`src/hdl/xap_pkg.sv`:
```
// types and constants of the xor archive stream parser
// used by the front, queue, back, top level and checker; depends on nothing
`timescale 1ns / 1ps

package xap_pkg;

   // request payload: raw byte and end-of-archive mark
   typedef struct packed {
      logic [7:0] in_byte;
      logic       last_byte;
   } xap_req_type;

   // response payload: one tagged decoded byte
   typedef struct packed {
      logic [7:0]  out_byte;
      logic [3:0]  field_kind;
      logic [7:0]  record_index;
      logic        field_end;
      logic [31:0] record_size;
      logic [2:0]  status;
      logic        all_done;
   } xap_rsp_type;

   // decoded byte on its way from front to back
   typedef struct packed {
      logic [7:0] data;
      logic       last;
   } xap_item_type;

   // field kinds
   localparam logic [3:0] KIND_MAGIC    = 4'd0;
   localparam logic [3:0] KIND_VERSION  = 4'd1;
   localparam logic [3:0] KIND_FLAG     = 4'd2;
   localparam logic [3:0] KIND_NAME_LEN = 4'd3;
   localparam logic [3:0] KIND_NAME     = 4'd4;
   localparam logic [3:0] KIND_SIZE     = 4'd5;
   localparam logic [3:0] KIND_TIME     = 4'd6;
   localparam logic [3:0] KIND_BODY     = 4'd7;
   localparam logic [3:0] KIND_IGNORED  = 4'd8;

   // status codes
   localparam logic [2:0] ST_OK        = 3'd0;
   localparam logic [2:0] ST_BAD_MAGIC = 3'd1;
   localparam logic [2:0] ST_BAD_VER   = 3'd2;
   localparam logic [2:0] ST_TRUNC     = 3'd3;
   localparam logic [2:0] ST_OVERFLOW  = 3'd4;

   // decode key after reset, header end flag, queue depth
   localparam logic [7:0] KEY_RESET   = 8'hF7;
   localparam logic [7:0] END_FLAG    = 8'h80;
   localparam int         QUEUE_DEPTH = 4;
   localparam int         QPTR_W      = $clog2(QUEUE_DEPTH);

   // archive magic bytes in stream order
   function automatic logic [7:0] magic_byte(input logic [1:0] idx);
      logic [7:0] val;
      case (idx)
         2'd0:    val = 8'hC0;
         2'd1:    val = 8'h4A;
         2'd2:    val = 8'hC0;
         2'd3:    val = 8'hBA;
         default: val = 8'h00;
      endcase
      return val;
   endfunction

endpackage

```
`src/hdl/xap_fifo.sv`:
```
// short queue between decode front and parser back
// depends on xap_pkg for the item type and queue depth
`timescale 1ns / 1ps

module xap_fifo
   import xap_pkg::*;
(
   input  logic         clock,
   input  logic         reset,
   input  logic         push_valid,
   output logic         push_ready,
   input  xap_item_type push_item,
   output logic         pop_valid,
   input  logic         pop_ready,
   output xap_item_type pop_item
);

   xap_item_type            slot_ff [QUEUE_DEPTH];
   logic [QPTR_W-1:0]       wr_ptr_ff;
   logic [QPTR_W-1:0]       rd_ptr_ff;
   logic [QPTR_W:0]         count_ff;
   logic                    push;
   logic                    pop;

   assign push_ready = (count_ff != (QPTR_W+1)'(QUEUE_DEPTH));
   assign pop_valid  = (count_ff != '0);
   assign pop_item   = slot_ff[rd_ptr_ff];
   assign push       = push_valid && push_ready;
   assign pop        = pop_valid && pop_ready;

   // pointers and fill count
   always_ff @(posedge clock) begin
      if (reset) begin
         wr_ptr_ff <= '0;
         rd_ptr_ff <= '0;
         count_ff  <= '0;
      end else begin
         if (push) begin
            wr_ptr_ff <= wr_ptr_ff + QPTR_W'(1);
         end
         if (pop) begin
            rd_ptr_ff <= rd_ptr_ff + QPTR_W'(1);
         end
         case ({push, pop})
            2'b10:   count_ff <= count_ff + (QPTR_W+1)'(1);
            2'b01:   count_ff <= count_ff - (QPTR_W+1)'(1);
            default: count_ff <= count_ff;
         endcase
      end
   end

   // slot storage
   always_ff @(posedge clock) begin
      if (push) begin
         slot_ff[wr_ptr_ff] <= push_item;
      end
   end

endmodule

```
`config.mk`:
```
export PLATFORM = sky130hd
export DESIGN_NAME = xap_fifo
export DESIGN_NICKNAME = d
export VERILOG_FILES = /design/src/hdl/xap_pkg.sv /design/src/hdl/xap_fifo.sv
export SDC_FILE = /design/constraint.sdc
export NUM_CORES = 1
export LEC_CHECK = 0
export BUFFER_PORTS_ARGS = -buffer_cell sky130_fd_sc_hd__buf_2
export CAP_MARGIN = 10
export CORE_MARGIN = 2
export CORE_UTILIZATION = 60
export CTS_BUF_LIST = sky130_fd_sc_hd__clkbuf_16
export CTS_CLUSTER_DIAMETER = 150
export DETAILED_ROUTE_END_ITERATION = 8
export HOLD_SLACK_MARGIN = 0.06
export PLACE_DENSITY = 0.93
export SETUP_SLACK_MARGIN = 0.02
export SYNTH_ARGS = -nofsm -noshare
export SYNTH_HDL_FRONTEND = slang
export SYNTH_SLANG_ARGS = --single-unit
```
`constraint.sdc`:
```
create_clock -name clock -period 3.6 [get_ports clock]
set_clock_uncertainty 0.15 [all_clocks]
set_input_delay 0.54 -clock clock [delete_from_list [all_inputs] [get_ports clock]]
set_output_delay 0.54 -clock clock [all_outputs]
set_load 0.01 [all_outputs]
```
# --- Yosys cells after proc, flatten, opt, wreduce, memory -nomap -nowiden ---
# Memories as Yosys holds them, arrays and structs flattened. A register that Yosys moved wholly into a read port is not among the register bits.
# Cells that the tools add are included.
totals:
  reg_bits: 7
  latchBits: 0
  ram_bits: 36
  rom_bits: 0
  in_bits: 13
  mem_count: 1
op_classes:
  add_sub_neg: 4
  multipliers: 0
  div: 0
  n_lt_le_gt_ge: 0
  eq_ne: 3
  shifts: 0
  n_mux: 5
  bitwise_logic: 0
  reduce_logical: 4
mem_list:
  columns: ["name", "words", "width", "read_ports", "rd_clocked_by_memory_dff", "wr", "line", "text"]
  rows:
  - ["slot_ff", 4, 9, 1, 1, 1, "xap_fifo.sv:18", "xap_item_type slot_ff [QUEUE_DEPTH];"]
op_table:
  columns: ["cell", "n"]
  rows:
  - ["3-bit one-hot mux with 2 select lines", 1]
  - ["2-bit by 1-bit adder with 2-bit output (second input constant)", 2]
  - ["2-bit two-way mux", 2]
  - ["3-bit by 1-bit adder with 3-bit output (second input constant)", 1]
  - ["3-bit != test (second input constant)", 1]
  - ["3-bit nonzero test", 1]
  - ["3-bit by 1-bit subtractor with 3-bit output (second input constant)", 1]
  - ["2-bit by 1-bit equality test with 1-bit output (second input constant)", 1]
  - ["2-bit equality test (second input constant)", 1]
  - ["1-bit logical AND", 2]
  - ["1-bit two-way mux", 2]
  - ["2-bit nonzero test", 1]

# --- Longest topological paths before layout ---
logic_depth:
  ltp_word: 4
  mapped_depth: 9
  depth_no_buf: 9

# --- Worst setup path before layout ---
# OpenSTA, ideal clock, no wires.
synth_path:
  path_kind: "input-to-reg"
  startpoint: "input port push_valid"
  endpoint: "register count_ff[2]"
  arrival_ns: 1.888
  required_ns: 3.380
  path_slack_ns: 1.492
  path_stages: 8
  n_path_buf: 0
  cell_sequence: "a21boi_4 inv_1 ha_1 inv_1 fa_1 xor2_1 or3_1 a21oi_1"
synth_between:
  elab_chain_cells: 3
  elab_cells_between_ends: 5
synth_lines:
  columns: ["item", "line", "text"]
  rows:
  - ["from (decl)", "xap_fifo.sv:10", "input logic push_valid,"]
  - ["1-bit logical AND *", "xap_fifo.sv:28", "assign push = push_valid && push_ready;"]
  - ["2-bit by 1-bit equality test with 1-bit output or 2-bit equality test (tied branches)", "xap_fifo.sv:44", "case ({push, pop})"]
  - ["3-bit one-hot mux with 2 select lines or 2-bit nonzero test (tied branches)", null, null]
  - ["to (signal assigned)", "xap_fifo.sv:45", "2'b10: count_ff <= count_ff + (QPTR_W+1)'(1);"]
  - ["to (signal assigned)", "xap_fifo.sv:46", "2'b01: count_ff <= count_ff - (QPTR_W+1)'(1);"]
  - ["to (signal assigned)", "xap_fifo.sv:47", "default: count_ff <= count_ff;"]
  - ["to (decl)", "xap_fifo.sv:21", "logic [QPTR_W:0] count_ff;"]
# Mark *: on every way between the ends. The rest lies on a longest branch, timed or not.
# A chain may end at the register's enable or synchronous reset.

==> impl_metrics.ini <==
[worst_hold_path]
hp-class = primary input to register

[detailed_routing]
drt_wl_total_mm = 2.95
dr.pass1.iters = 8
final_antenna_net_count = 0
routedWlPerCell_um = 18.7
drt_iter0_drc = 29
post_drt_via_cell_ratio = 5.92
drc = 3
vias = 935

[layout]
fillers = 162
diodes = 0
fin_cells = 158
multi_input_area_um2 = 489
area.growth.synth_to_final_pct = 16.7
fin_nets = 145
register_area_um2 = 1260
drive_gt1_share_pct = 34.6
final_util_pct = 74.6

[cts]
clk_latency_ps = 280
post_cts_buffers = 0
root_buffer = clkbuf_16
cts.htree.levels = 2
cts_resized = 0
cts_tree = built
clockBufferDepth = 2
clk_pin_slew_ps = 60
cts_made_buffers = 5
clock-sinks = 45
cts_hold_buf = 0

[synthesis]
netlist_top_cells_count = edfxtp_1 (36), dfxtp_1 (9), mux4_2 (9)
synth.most_common_cell = edfxtp_1
ys.flop_type = edfxtp_1
avgSynthCellArea_um2 = 18.1
yosysSeqAreaShare_pct = 70.3
ys_ff_latch = 45
synth_nets = 118
synthCells = 99
synth_edf_count = 36
synth_top_area_share_pct = 60.3
synth_area_um2 = 1790
yosysUniqueCellTypes = 25
yosysTopAreaCell = edfxtp_1
yosys_warnings = 0
netlist_top_cells_area = edfxtp_1 (60%), mux4_2 (11%), dfxtp_1 (10%), ha_1 (3.5%), nor2_1 (1.7%)
synth-async-reset-ratio_pct = 0

[sta]
fin_crit_sh_pct = 67.4
setup-tns-final_ps = 0
setup_ws_ps = 1170
grt_setup_unrepaired = no
hold_viol = 0
fmax_mhz = 412
slew_headroom_pct = 58.9
maxSlewViolCount = 0
period_minus_slack_ps = 2430
setup-violations-final = 0
tightest_slew_ps = 616

[power_and_ir_drop]
finalPower_mw = 1.55
intPower_mw = 1.14
p_comb_share_pct = 21.9
pwr-share-seq_pct = 46.0
power.density_nw_per_um2 = 739
p_leak_nw = 0.758
p_sw_mw = 0.410
clkPwrFrac_pct = 32.2
ir_drop_mv = 0.573
sw_frac_of_total_pct = 26.5

[worst_setup_path]
critPathBufInv = 1
critPathSlowestCell = dfxtp_1
max_stage_delay_ps = 710
crit_required_ps = 2910
path_delay_family = flip-flops
cp_cell_sequence = mux4_2 > buf_2
critPathArrivalTime_ps = 1740
worstSetupPathType = register to primary output
start_kind = register
crit_path_end_kind = primary output
cp_max_fo = 9

[global_routing]
grt_pass1_wl_mm = 4.61
antenna_found_initial = 0
grt_pass1_vias = 942
overflow = 0
track_usage_pct = 20.0
grt_max_degree = 15

[placed_design]
dp_slack_ps = 1130
placed_cells = 150
globalplace.congestion = 0.815
hpwl_mm = 1.93
numPortBuffers = 23

[floorplanning]
start_util_pct = 63.9
rows = 19
core_um2 = 2810
dieArea_um2 = 3440
die-height_um = 58.7
ios = 24
dieWidth_um = 58.7

[flow_run]
drv_cap = 0

[run_status]
violations = design-rule violations
status = complete, but fails checks
-- worst register-to-register path: stages, from the launching register on --
cell,delay [ps]
dfxtp_1,370
nor2_2,210
a21boi_4,110
inv_1,80
ha_1,200
inv_1,70
fa_1,400
xor2_1,180
or3_1,320
a21oi_1,220
-- sequential cells by signal, summed over array words and instances, names as in the netlist, named ones only --
name / cells
slot_ff: 36
count_ff: 3
rd_ptr_ff: 2
wr_ptr_ff: 2
-- logic make-up after synthesis --
kind of cell             count (synthesis)  synth area share [%]
flip-flops                              45                  70.3
buffers and inverters                    9                  2.37
multiplexers                            11                  12.7
AND/OR/NAND/NOR                         18                  5.09
XOR/XNOR                                 4                  1.95
adder cells (fa/ha/maj)                  6                  4.61
AO/OA/AOI/OAI                            6                  2.93
-- power by group through the flow --
| stage | clock (mW) | combinational [mW] | sequential [mW] |
|---|---|---|---|
| after floorplan | 0 | 0.278 | 0.674 |
| after global placement | 0 | 0.323 | 0.714 |
| after detailed placement | 0 | 0.338 | 0.719 |
| after CTS | 0.504 | 0.340 | 0.713 |
| after global routing | 0.524 | 0.369 | 0.722 |
| final | 0.498 | 0.338 | 0.711 |
-- final cells by class --
class | count | area share [%]
sequential | 45 | 60.3
clock inverter | 3 | 1.97
tap | 31 | 1.85
inverter | 6 | 1.08
timing repair buffer | 23 | 5.50
multi-input combinational | 45 | 23.4
clock buffer | 5 | 5.98
-- per-layer routing --
layer | vias to the layer above | routed length (um) | global-route usage [%]
met2 | 33 | 1570 | 33.1
met1 | 471 | 1180 | 23.0
met5 | - | 0 | 0
met3 | 8 | 142 | 7.25
li1 | 423 | - | -
met4 | 0 | 60 | 10.4
-- final timing paths --
kind | start | slack (ps) | end | depth (start not counted)
setup / recovery | register | 1170 | pop_item[0] | 2
hold / removal | push_item[5] | 330 | slot_ff[0][5] | 1
setup reg to reg | count_ff[1] | 1200 | count_ff[2] | 9
hold reg to reg | wr_ptr_ff[1] | 380 | wr_ptr_ff[1] | 2
-- cell usage in the layout (no fill, tap or decap) --
cell type    n
edfxtp_1    36
buf_2       23
mux4_2       9
dfxtp_1      9
nor2_1       8
inv_1        6
ha_1         5
clkbuf_16    5
and2_1       4
xor2_1       3
a21oi_1      2
nand2b_1     2
o31a_2       1
nor2_2       1
a21boi_4     1
or3_2        1
mux2_4       1
xnor2_1      1
o311ai_1     1
mux2i_1      1
o21ai_0      1
or3_1        1
nand2_1      1
fa_1         1
clkinvlp_4   1
clkinv_1     1
bufinv_16    1
-- through the flow --
stage / hold slack [ps] / instance area (um2)
after floorplan: 332 / 1790
after global placement: 342 / 1930
after detailed placement: 373 / 1930
after CTS: 321 / 2090
after global routing: 324 / 2090
final: 329 / 2090
(Power assumes the default switching activity.)
