**src/hdl/xap_pkg.sv**
```systemverilog
// types and constants of the xor archive stream parser
// used by the front, queue, back, top level and checker; depends on nothing
`timescale 1ns / 1ps

package xap_pkg;

   // request payload: raw byte and end-of-archive mark
   typedef struct packed {
      logic [7:0] in_byte;
      logic       last_byte;
   } xap_req_type;

   // response payload: one tagged decoded byte
   typedef struct packed {
      logic [7:0]  out_byte;
      logic [3:0]  field_kind;
      logic [7:0]  record_index;
      logic        field_end;
      logic [31:0] record_size;
      logic [2:0]  status;
      logic        all_done;
   } xap_rsp_type;

   // decoded byte on its way from front to back
   typedef struct packed {
      logic [7:0] data;
      logic       last;
   } xap_item_type;

   // field kinds
   localparam logic [3:0] KIND_MAGIC    = 4'd0;
   localparam logic [3:0] KIND_VERSION  = 4'd1;
   localparam logic [3:0] KIND_FLAG     = 4'd2;
   localparam logic [3:0] KIND_NAME_LEN = 4'd3;
   localparam logic [3:0] KIND_NAME     = 4'd4;
   localparam logic [3:0] KIND_SIZE     = 4'd5;
   localparam logic [3:0] KIND_TIME     = 4'd6;
   localparam logic [3:0] KIND_BODY     = 4'd7;
   localparam logic [3:0] KIND_IGNORED  = 4'd8;

   // status codes
   localparam logic [2:0] ST_OK        = 3'd0;
   localparam logic [2:0] ST_BAD_MAGIC = 3'd1;
   localparam logic [2:0] ST_BAD_VER   = 3'd2;
   localparam logic [2:0] ST_TRUNC     = 3'd3;
   localparam logic [2:0] ST_OVERFLOW  = 3'd4;

   // decode key after reset, header end flag, queue depth
   localparam logic [7:0] KEY_RESET   = 8'hF7;
   localparam logic [7:0] END_FLAG    = 8'h80;
   localparam int         QUEUE_DEPTH = 4;
   localparam int         QPTR_W      = $clog2(QUEUE_DEPTH);

   // archive magic bytes in stream order
   function automatic logic [7:0] magic_byte(input logic [1:0] idx);
      logic [7:0] val;
      case (idx)
         2'd0:    val = 8'hC0;
         2'd1:    val = 8'h4A;
         2'd2:    val = 8'hC0;
         2'd3:    val = 8'hBA;
         default: val = 8'h00;
      endcase
      return val;
   endfunction

endpackage

```
**src/hdl/xap_front.sv**
```systemverilog
// front end: decode key register, request accept and xor decode stage
// depends on xap_pkg
`timescale 1ns / 1ps

module xap_front
   import xap_pkg::*;
(
   input  logic         clock,
   input  logic         reset,
   input  logic         csr_valid,
   output logic         csr_ready,
   input  logic [7:0]   csr_data,
   input  logic         req_valid,
   output logic         req_ready,
   input  xap_req_type  req_data,
   output logic         q_valid,
   input  logic         q_ready,
   output xap_item_type q_item
);

   logic [7:0]   key_val_ff;
   logic         fr_valid_ff;
   xap_item_type fr_item_ff;
   logic         req_take;

   // key writes are always taken
   assign csr_ready = 1'b1;

   // stage frees up when empty or when the queue takes its transaction
   assign req_ready = !fr_valid_ff || q_ready;
   assign req_take  = req_valid && req_ready;
   assign q_valid   = fr_valid_ff;
   assign q_item    = fr_item_ff;

   // decode key register
   always_ff @(posedge clock) begin
      if (reset) begin
         key_val_ff <= KEY_RESET;
      end else if (csr_valid) begin
         key_val_ff <= csr_data;
      end
   end

   // decode stage valid
   always_ff @(posedge clock) begin
      if (reset) begin
         fr_valid_ff <= 1'b0;
      end else if (req_take) begin
         fr_valid_ff <= 1'b1;
      end else if (q_ready) begin
         fr_valid_ff <= 1'b0;
      end
   end

   // decode stage payload
   always_ff @(posedge clock) begin
      if (req_take) begin
         fr_item_ff.data <= req_data.in_byte ^ key_val_ff;
         fr_item_ff.last <= req_data.last_byte;
      end
   end

endmodule

```
**config.mk**
```make
export PLATFORM = sky130hd
export DESIGN_NAME = xap_front
export DESIGN_NICKNAME = d
export VERILOG_FILES = /design/src/hdl/xap_pkg.sv /design/src/hdl/xap_front.sv
export SDC_FILE = /design/constraint.sdc
export NUM_CORES = 1
export LEC_CHECK = 0
export BUFFER_PORTS_ARGS = -buffer_cell sky130_fd_sc_hd__buf_2
export CORE_MARGIN = 2
export CORE_UTILIZATION = 43
export CTS_CLUSTER_DIAMETER = 120
export CTS_CLUSTER_SIZE = 40
export DETAILED_ROUTE_END_ITERATION = 7
export GPL_ROUTABILITY_DRIVEN = 1
export PLACE_DENSITY = 0.75
export SLEW_MARGIN = 10
export SYNTH_ARGS = -nofsm -noshare
export SYNTH_HDL_FRONTEND = slang
export SYNTH_SLANG_ARGS = --single-unit
```
**constraint.sdc**
```tcl
create_clock -name clock -period 1.1 [get_ports clock]
set_input_delay 0.055 -clock clock [delete_from_list [all_inputs] [get_ports clock]]
set_output_delay 0.055 -clock clock [all_outputs]
set_load 0.005 [all_outputs]
```
* Yosys cells after proc, flatten, opt, wreduce, memory -nomap -nowiden *
Index checks and enable logic that the tools add are counted.
W data, S select, Z words.

cells by class
  muxes and demuxes = 2
  bitwise gates (word level) = 1
  reductions and logical operators = 4

operator list
  kind                 count
  $xor A8 B8 Y8        1
  $mux W1              2
  $reduce_bool A2 Y1   1
  $logic_and A1 B1 Y1  1
  $logic_not A1 Y1     1
  $logic_or A1 B1 Y1   1

word-level totals
  register bits after elaboration = 18
  bits of input ports = 22
  output and inout port bits = 12
  logic and storage cells = 11

* Longest topological paths before layout *
Gate-level depths: netlist of run 1.

  word-level depth = 4
  depth in mapped cells = 3
  gate-level depth less buffers = 2

* Worst setup path after synthesis of run 1 *
Ideal clock, no wire load.

  path kind = reg2reg
  start point = reg fr_valid_ff (netlist: q_valid)
  end point = reg fr_item_ff, in the netlist q_item[0] (enable)
  library setup time = 0.337 ns
  arrival = 0.719 ns
  data required time = 0.763 ns
  slack = 0.044 ns
  cell stages (with the launch flop) = 3
  path buffers = 0
  clock period less this slack = 1.056 ns
  cells stage by stage = dfxtp_1 > nand2b_1 > and2_1

between the ends
  word-level cells in the longest chain between the ends = 3

RTL lines
  what                    line             text
  from (decl)             xap_front.sv:22  logic fr_valid_ff;
  from (signal assigned)  xap_front.sv:47  fr_valid_ff <= 1'b0;
  from (signal assigned)  xap_front.sv:49  fr_valid_ff <= 1'b1;
  from (signal assigned)  xap_front.sv:51  fr_valid_ff <= 1'b0;
  $logic_not A1 Y1        xap_front.sv:30  assign req_ready = !fr_valid_ff || q_ready;
  $logic_or A1 B1 Y1      xap_front.sv:30
  named net req_ready     xap_front.sv:14  output logic req_ready,
  $logic_and A1 B1 Y1     xap_front.sv:31  assign req_take = req_valid && req_ready;
  named net req_take      xap_front.sv:24  logic req_take;
  to (decl)               xap_front.sv:23  xap_item_type fr_item_ff;

The timed path passes the listed nets, and every way through them passes these cells.
A chain may end at the register's enable or synchronous reset.

* Worst setup path in the final report of run 1 *
  start point = reg fr_valid_ff (netlist: q_valid)
  end point = reg fr_item_ff, in the netlist q_item[7] (enable)

between the ends
  word-level cells in the longest chain between the ends = 3

RTL lines
  what                 line
  $logic_not A1 Y1     xap_front.sv:30
  $logic_or A1 B1 Y1   xap_front.sv:30
  $logic_and A1 B1 Y1  xap_front.sv:31
  named net req_take   xap_front.sv:24

The timed path passes the listed nets, and every way through them passes these cells.

==> impl_metrics.py, run 1 <==
metrics = {
    "routing": {
        "drt-total-wl_um": 1180,
        "dr.first_iter.drc_count": 1,
        "ant_nets": 0,
        "viasPerCell": 4.51,
        "drt_pass1_iterations": 3,
        "drc": 0,
        "post_drt_wl_per_cell_um": 10.9,
        "vias": 487,
    },
    "clock_network": {
        "ctsHtreeMaxLevel": 1,
        "root_buffer": "clkbuf_4",
        "post_cts_buffers": 0,
        "clock_tree.buffer_depth": 2,
        "cts.clk_slew.worst_paths_ps": 100,
        "cts_buffers": 3,
        "tritoncts": "yes",
        "clock_latency_ps": 280,
        "numClockSinks": 18,
    },
    "critical_path": {
        "worst-path-max-fanout": 9,
        "critical-path-top-delay-family": "simple AND/OR/NAND/NOR gates",
        "cp.arrival_ps": 980,
        "crit_path_start_kind": "flip-flop",
        "path_depth": 2,
        "cpPeakStageDelay_ps": 320,
        "crit_path_cell_trace": "nand2b_1 > and2_2",
        "critical_path_class": "flip-flop to flip-flop",
        "cp_num_buf_inv": 0,
        "reg2reg_depth": 2,
        "slowest_stage": "dfxtp_1",
        "cp-end-kind": "flip-flop",
        "worstPathRequired_ps": 1090,
    },
    "cells_and_area": {
        "diodes": 0,
        "final_cell_mix": "buf_2 (32), dlygate4sd3_1 (9), dfxtp_1 (9), edfxtp_1 (9), xor2_1 (8)",
        "final_common_cell": "buf_2",
        "area_delta_synth_final_pct": 40.9,
        "drive_above_1_share_pct": 47.8,
        "multi_input_area_sq_um": 223,
        "nets": 115,
        "nFillCells": 129,
        "regArea_sq_um": 450,
        "fin_area_sq_um": 983,
    },
    "min_path": {
        "hold_depth": 3,
        "min_path_type": "input pin to flip-flop",
    },
    "timing": {
        "setup_viol": 0,
        "timing_hold_violations_final": 0,
        "fin_tns_setup_ps": 0,
        "drv_slew": 0,
        "period_needed_ps": 995,
        "skew_ps": 1.79,
        "rsz0062_at_grt": "no",
        "fmax_ghz": 1.00,
        "period_share_pct": 90.5,
    },
    "global_routing": {
        "grt_max_degree": 16,
        "grt_usage_pct": 13.7,
        "antenna_found_initial": 0,
        "grt_pass1_wl_um": 1910,
        "grt_pass1_vias": 455,
        "grt.overflow.total": 0,
    },
    "die": {
        "row_count": 14,
        "start_util_pct": 46.3,
        "dieArea_sq_mm": 0.00196,
        "io_pins": 34,
        "die_y_um": 44.3,
        "coreArea_sq_mm": 0.00151,
        "die_w_um": 44.3,
    },
    "yosys": {
        "syn-cell-area_sq_um": 698,
        "synthDistinctLibCells": 17,
        "synth_flop_cell": "edfxtp_1",
        "async_reset_ff_share_pct": 0,
        "ys_ff_latch": 18,
        "synth_area_per_cell_sq_um": 14.0,
        "seq_area_frac_synth_pct": 64.5,
        "synth_nets": 72,
        "synth_edf_count": 9,
        "yosysWarningCount": 0,
        "synthCells": 50,
    },
    "pwr": {
        "clockPowerShare_pct": 29.0,
        "ir_drop_mv": 0.740,
        "comb_power_share_pct": 13.3,
        "leakage_nw": 0.439,
        "p_int_mw": 1.07,
        "p_per_area_mw_per_mm2": 1380,
        "power.switching_uw": 282,
        "seq_power_share_pct": 57.7,
        "p_sw_share_pct": 20.8,
    },
    "place": {
        "placed_cell_area_sq_um": 856,
        "gp_congestion": 0.677,
        "portBuffers": 32,
    },
    "run": {
        "drv_cap": 0,
    },
    "status": {
        "status": "finished, final reports clean",
    },
}
## synth_stat cells, types with 2 or more instances
master | count | area share (%)
a211o_2 | 5 | 7.2
xor2_1 | 8 | 10
a211o_1 | 2 | 2.5
edfxtp_1 | 9 | 39
nor2b_1 | 5 | 4.5
nor2b_2 | 2 | 2.5
dfxtp_1 | 9 | 26
## final timing paths
kind	slack, ps	end	from
max	100	q_item[7]$_DFFE_PP_	q_valid$_SDFFE_PP0P_
min	20	q_valid$_SDFFE_PP0P_	req_valid
max reg2reg	100	q_item[7]$_DFFE_PP_	q_valid$_SDFFE_PP0P_
min reg2reg	540	key_val_ff[3]$_SDFFE_PP0P_	key_val_ff[3]$_SDFFE_PP0P_
## layout make-up
type | instances | share of cell area, %
Timing Repair Buffer | 41 | 25.4
Tap cell | 16 | 2.04
Sequential cell | 18 | 45.8
Inverter | 1 | 0.382
Clock buffer | 4 | 3.69
Multi-Input combinational cell | 28 | 22.6
## kinds of logic (layout without fill, tap and decap cells)
kind of cell / Yosys count / after routing / share of synthesized area [%]
DFF: 18 / 18 / 64.5
and+or+nand+nor: 10 / 10 / 9.32
AOI/OAI and AO/OA: 8 / 8 / 10.4
xor gates and xnor gates: 8 / 8 / 10.0
buffers and inverters: 4 / 46 / 3.76
other: 1 / 1 / 0.537
muxes: 1 / 1 / 1.43
## routing by layer
| metal | wire, um | share of wire (%) | vias up | global-route usage, % |
|---|---|---|---|---|
| met3 | 59 | 5.0 | 2 | 2.45 |
| met2 | 624 | 53 | 16 | 22.6 |
| li1 | - | - | 254 | - |
| met5 | 0 | 0 | - | 0 |
| met1 | 476 | 40 | 215 | 16.4 |
| met4 | 19 | 1.6 | 0 | 9.09 |
## through the flow
step                setup WS (ps)  total power, mW  utilization [%]  hold slack, ps  cells
finish                        105             1.36             65.3            21.3    108
global route                 58.8             1.43             65.3            10.9    108
CTS                           101             1.37             65.3            12.5    108
detailed placement          -7.68            0.954             56.8             240     95
global placement             45.0            0.949             56.8             239     95
floorplan                    43.7            0.880                -             154     50
## registers in the layout, indices dropped and copies added (netlist names)
register,cells
q_item,9
q_valid,1
key_val_ff,8
## power groups by stage
stage	clock network [mW]	registers [mW]	logic (mW)
after floorplan	0	0.802	0.0778
after global placement	0	0.796	0.152
after detailed placement	0	0.799	0.155
after CTS	0.407	0.783	0.180
after global routing	0.441	0.788	0.199
final	0.394	0.783	0.180
## worst reg2reg max path, cell delays in order (launching register included)
cell	delay (ps)
dfxtp_1	320
nand2b_1	110
and2_2	270
## repair_timing
item | CTS | global route
hold buffers | 9 | 0
endpoints found under the hold margin | 9 | 0
resized for setup | 1 | 0
setup endpoints to repair | 9 | 0
Note: power is estimated with default switching activity, not from simulation.
==> run 2: changes to the inputs <==
- SETUP_SLACK_MARGIN: not set -> 0.4
==> impl_metrics.py, run 2 (synthesis results as in run 1) <==
metrics = {
    "pwr": {
        "ir_drop_mv": 0.813,
        "comb_power_share_pct": 14.0,
        "clockPowerShare_pct": 24.5,
        "seq_power_share_pct": 61.5,
        "p_total_mw": 1.28,
        "p_per_area_mw_per_mm2": 1340,
        "p_int_mw": 1.01,
        "leakage_nw": 0.441,
        "power.switching_uw": 273,
        "p_sw_share_pct": 21.3,
    },
    "place": {
        "portBuffers": 32,
        "gp_congestion": 0.676,
        "dp_cells": 95,
    },
    "timing": {
        "timing_hold_violations_final": 7,
        "drv_slew": 0,
        "rsz0062_at_grt": "yes",
        "hold_ws_ps": -24.4,
        "fmax_ghz": 1.14,
        "skew_ps": 2.47,
        "setup_viol": 0,
        "period_share_pct": 80.0,
        "period_needed_ps": 880,
        "fin_tns_setup_ps": 0,
    },
    "global_routing": {
        "grt_pass1_wl_um": 1770,
        "antenna_found_initial": 0,
        "grt_pass1_vias": 430,
        "grt_max_degree": 16,
        "grt.overflow.total": 0,
        "grt_usage_pct": 13.0,
    },
    "routing": {
        "ant_nets": 0,
        "viasPerCell": 4.54,
        "vias": 468,
        "post_drt_wl_per_cell_um": 10.9,
        "drc": 0,
        "dr.first_iter.drc_count": 7,
        "drt-total-wl_um": 1120,
        "drt_pass1_iterations": 4,
    },
    "critical_path": {
        "reg2reg_depth": 2,
        "cp-end-kind": "primary output",
        "crit_path_start_kind": "flip-flop",
        "worstPathRequired_ps": 1040,
        "critical-path-top-delay-family": "flip-flops",
        "r2r_start": "q_valid$_SDFFE_PP0P_",
        "rrSetupSlack_ps": 220,
        "critical_path_class": "flip-flop to primary output",
        "cp_num_buf_inv": 1,
        "crit_path_cell_trace": "nand2b_4 > buf_6",
        "slowest_stage": "dfxtp_2",
        "worst-path-max-fanout": 4,
        "rr_endpoint": "q_item[4]$_DFFE_PP_",
        "cpPeakStageDelay_ps": 360,
        "cp.arrival_ps": 820,
    },
    "die": {
        "start_util_pct": 46.3,
        "die_w_um": 44.3,
        "dieArea_sq_mm": 0.00196,
        "die_y_um": 44.3,
        "row_count": 14,
        "io_pins": 34,
        "coreArea_sq_mm": 0.00151,
    },
    "cells_and_area": {
        "largest_reg_flops": 9,
        "final_cell_mix": "buf_2 (31), dfxtp_2 (9), edfxtp_1 (9)",
        "fin_util_pct": 63.5,
        "drive_above_1_share_pct": 63.2,
        "area_delta_synth_final_pct": 37.1,
        "nFillCells": 127,
        "diodes": 0,
        "final_common_cell": "buf_2",
        "finalNonFillerCells": 103,
        "nets": 110,
    },
    "status": {
        "status": "complete, but fails checks",
        "violations": "negative hold slack",
    },
    "clock_network": {
        "cts.clk_slew.worst_paths_ps": 90,
        "cts_buffers": 3,
        "clock_latency_ps": 280,
        "numClockSinks": 18,
        "root_buffer": "clkbuf_4",
        "clock_tree.buffer_depth": 2,
        "ctsHtreeMaxLevel": 1,
        "ctsHoldBuffers": 2,
        "tritoncts": "yes",
    },
    "min_path": {
        "hold_depth": 2,
        "min_to": "key_val_ff[6]$_SDFFE_PP1P_",
        "min-delay-start": "csr_data[6]",
        "min_path_type": "input pin to flip-flop",
    },
    "run": {
        "drv_cap": 0,
    },
}
run 2: changes by cell type in the layout (fill, tap and decap cells not counted), moves of 2 or more:
cell and change:
dfxtp_2 +9, dlygate4sd3_1 -8, and2_4 +2, dfxtp_1 -9, buf_6 +2
run 2: worst max-delay path by stage:
stage                         startpoint                  end  depth (start not counted)
finish              q_valid$_SDFFE_PP0P_            req_ready                          2
global route        q_valid$_SDFFE_PP0P_            req_ready                          2
CTS                 q_valid$_SDFFE_PP0P_            req_ready                          2
detailed placement  q_valid$_SDFFE_PP0P_  q_item[2]$_DFFE_PP_                          2
global placement    q_valid$_SDFFE_PP0P_  q_item[4]$_DFFE_PP_                          2
floorplan           q_valid$_SDFFE_PP0P_  q_item[0]$_DFFE_PP_                          2
run 2: what timing repair did:
item	in CTS	in global routing
setup endpoints to repair	35	36
gates resized for setup	11	3
hold endpoints to repair	9	7
pin swaps	10	4
buffers inserted	0	1
gates cloned	1	0
run 2: metal layers:
layer | track usage (%) | up-vias | share of wire (%)
li1 | - | 247 | -
met1 | 15.0 | 201 | 41
met2 | 21.8 | 18 | 52
met3 | 2.45 | 2 | 5.7
met4 | 9.09 | 0 | 1.3
met5 | 0 | - | 0
run 2: cell type report:
type                            instances  area (sq um)  area share (%)
Multi-Input combinational cell         29           245            25.6
Sequential cell                        18           462            48.2
Timing Repair Buffer                   35           200            20.9
Inverter                                1          3.75           0.392
Clock inverter                          1          3.75           0.392
Tap cell                               16          20.0            2.09
Clock buffer                            3          22.5            2.35
run 2: per-stage QoR:
| stage | instance area [sq um] | setup WS, ps |
|---|---|---|
| floorplan | 702 | 184 |
| global placement | 860 | 209 |
| detailed placement | 860 | 185 |
| CTS | 938 | 202 |
| global route | 957 | 176 |
| finish | 957 | 220 |
run 2: power by group through the flow:
stage | registers (mW) | clock network (mW) | logic, mW
after CTS | 0.789 | 0.336 | 0.174
after global routing | 0.795 | 0.356 | 0.200
after floorplan | 0.802 | 0 | 0.0800
final | 0.788 | 0.314 | 0.180
after global placement | 0.797 | 0 | 0.154
after detailed placement | 0.799 | 0 | 0.159
==> run 3: changes to the inputs <==
- CORE_UTILIZATION: 43 -> 39
- PLACE_DENSITY: 0.75 -> 0.72
- clock period: 1.1 -> 0.8 ns (I/O delays scaled with it)
==> impl_metrics.py, run 3 (synthesis results as in run 1) <==
metrics = {
    "critical_path": {
        "cp_num_buf_inv": 2,
        "slowest_stage": "dfxtp_2",
        "rrSetupSlack_ps": -140,
        "critical-path-top-delay-family": "flip-flops",
        "worst-path-max-fanout": 2,
        "reg2reg_depth": 2,
        "worstPathRequired_ps": 760,
        "crit_path_cell_trace": "nand2b_1 > buf_4 > buf_6",
        "rr_endpoint": "q_item[3]$_DFFE_PP_",
        "cp.arrival_ps": 960,
        "crit_path_start_kind": "flip-flop",
        "cp-end-kind": "primary output",
        "r2r_start": "q_valid$_SDFFE_PP0P_",
        "critical_path_class": "flip-flop to primary output",
        "cpPeakStageDelay_ps": 340,
    },
    "die": {
        "die_w_um": 46.3,
        "row_count": 15,
        "start_util_pct": 40.9,
        "dieArea_sq_mm": 0.00214,
        "die_y_um": 46.3,
        "io_pins": 34,
        "coreArea_sq_mm": 0.00171,
    },
    "cells_and_area": {
        "diodes": 0,
        "final_cell_mix": "buf_2 (31), dfxtp_2 (9), edfxtp_1 (9)",
        "fin_util_pct": 56.7,
        "nFillCells": 144,
        "finalNonFillerCells": 111,
        "largest_reg_flops": 9,
        "area_delta_synth_final_pct": 38.7,
        "nets": 109,
        "final_common_cell": "buf_2",
        "drive_above_1_share_pct": 67.4,
    },
    "clock_network": {
        "root_buffer": "clkbuf_4",
        "tritoncts": "yes",
        "cts_buffers": 3,
        "cts.clk_slew.worst_paths_ps": 90,
        "clock_latency_ps": 290,
        "clock_tree.buffer_depth": 2,
        "ctsHtreeMaxLevel": 1,
        "numClockSinks": 18,
    },
    "global_routing": {
        "grt.overflow.total": 0,
        "grt_usage_pct": 11.5,
        "grt_pass1_vias": 429,
        "grt_max_degree": 16,
        "grt_pass1_wl_um": 1680,
        "antenna_found_initial": 0,
    },
    "timing": {
        "period_share_pct": 125,
        "fmax_ghz": 0.999,
        "setup_viol": 26,
        "fin_tns_setup_ps": -1700,
        "hold_ws_ps": -68.0,
        "skew_ps": 5.36,
        "period_needed_ps": 1000,
        "rsz0062_at_grt": "yes",
        "setup_ws_ps": -201,
        "drv_slew": 0,
        "timing_hold_violations_final": 9,
    },
    "pwr": {
        "seq_power_share_pct": 60.3,
        "p_int_mw": 1.40,
        "p_per_area_mw_per_mm2": 1860,
        "leakage_nw": 0.444,
        "comb_power_share_pct": 14.2,
        "p_total_mw": 1.80,
        "p_sw_share_pct": 22.0,
        "power.switching_uw": 396,
        "clockPowerShare_pct": 25.5,
        "ir_drop_mv": 0.771,
    },
    "routing": {
        "drt_pass1_iterations": 2,
        "dr.first_iter.drc_count": 6,
        "drc": 0,
        "ant_nets": 0,
        "vias": 481,
        "viasPerCell": 4.33,
        "drt-total-wl_um": 1160,
        "post_drt_wl_per_cell_um": 10.4,
    },
    "run": {
        "drv_cap": 0,
    },
    "place": {
        "portBuffers": 32,
        "dp_slack_ps": -85.5,
        "dp_cells": 105,
        "gp_congestion": 0.690,
    },
    "min_path": {
        "hold_depth": 1,
        "min_to": "q_item[0]$_DFFE_PP_",
        "min_path_type": "input pin to flip-flop",
        "min-delay-start": "req_data[0]",
    },
    "status": {
        "status": "complete, but fails checks",
        "violations": "negative hold slack, negative setup slack",
    },
}
-- run 3: cell count changes in the layout (fill, tap and decap cells not counted) --
cell	previous run	this run
nor2b_4	1	4
clkbuf_1	0	1
and2_4	2	1
nand2b_4	1	0
nand2b_1	0	1
dlymetal6s4s_1	1	0
a21oi_1	1	0
nor2b_1	5	3
buf_4	0	2
clkinv_1	1	0
dlygate4sd3_1	1	0
a21oi_2	0	1
nor2b_2	1	0
-- run 3: worst register-to-register path, stage by stage (launching register included) --
cell,delay (ps)
dfxtp_2,330
nand2b_1,100
and2_4,220
-- run 3: timing repair --
action                                  in CTS  in global routing
hold endpoints to repair                    10                  9
pin swaps                                    1                  0
endpoints found under the setup margin      37                 37
resized for setup                            3                  5
setup buffers                                1                  1
-- run 3: how the worst max path moves through the flow --
stage | start | end | slack, ps | depth (start not counted)
floorplan | q_valid$_SDFFE_PP0P_ | q_item[0]$_DFFE_PP_ | -120 | 2
global placement | q_valid$_SDFFE_PP0P_ | q_item[1]$_DFFE_PP_ | -70 | 2
detailed placement | q_valid$_SDFFE_PP0P_ | q_item[8]$_DFFE_PP_ | -90 | 2
CTS | q_valid$_SDFFE_PP0P_ | req_ready | -170 | 3
global route | q_valid$_SDFFE_PP0P_ | req_ready | -250 | 3
finish | q_valid$_SDFFE_PP0P_ | req_ready | -200 | 3
-- run 3: cell type report --
type / count / area [sq um] / share of cell area [%]
inverter: 1 / 3.75 / 0.388
sequential: 18 / 462 / 47.7
tap: 25 / 31.3 / 3.23
clock buffer: 4 / 26.3 / 2.71
multi-input combinational: 28 / 253 / 26.1
timing repair buffer: 35 / 193 / 19.9
-- run 3: power groups by stage --
stage	clock network (mW)	registers [mW]	logic, mW
6_report	0.459	1.08	0.255
5_1_grt	0.509	1.09	0.281
4_1_cts	0.470	1.08	0.236
3_5_place_dp	0	1.10	0.222
3_3_place_gp	0	1.10	0.217
2_1_floorplan	0	1.11	0.110
-- run 3: per-stage QoR --
stage | hold WS, ps | instance area (sq um)
2_1_floorplan | 139 | 712
3_3_place_gp | 224 | 888
3_5_place_dp | 228 | 888
4_1_cts | -71.9 | 940
5_1_grt | -82.9 | 968
6_report | -68.0 | 968
-- run 3: metal layers --
metal	global-route usage, %	vias up	routed length, um
met4	10.3	0	19
met1	12.5	222	456
li1	-	241	-
met5	0	-	0
met2	19.2	16	619
met3	1.57	2	59
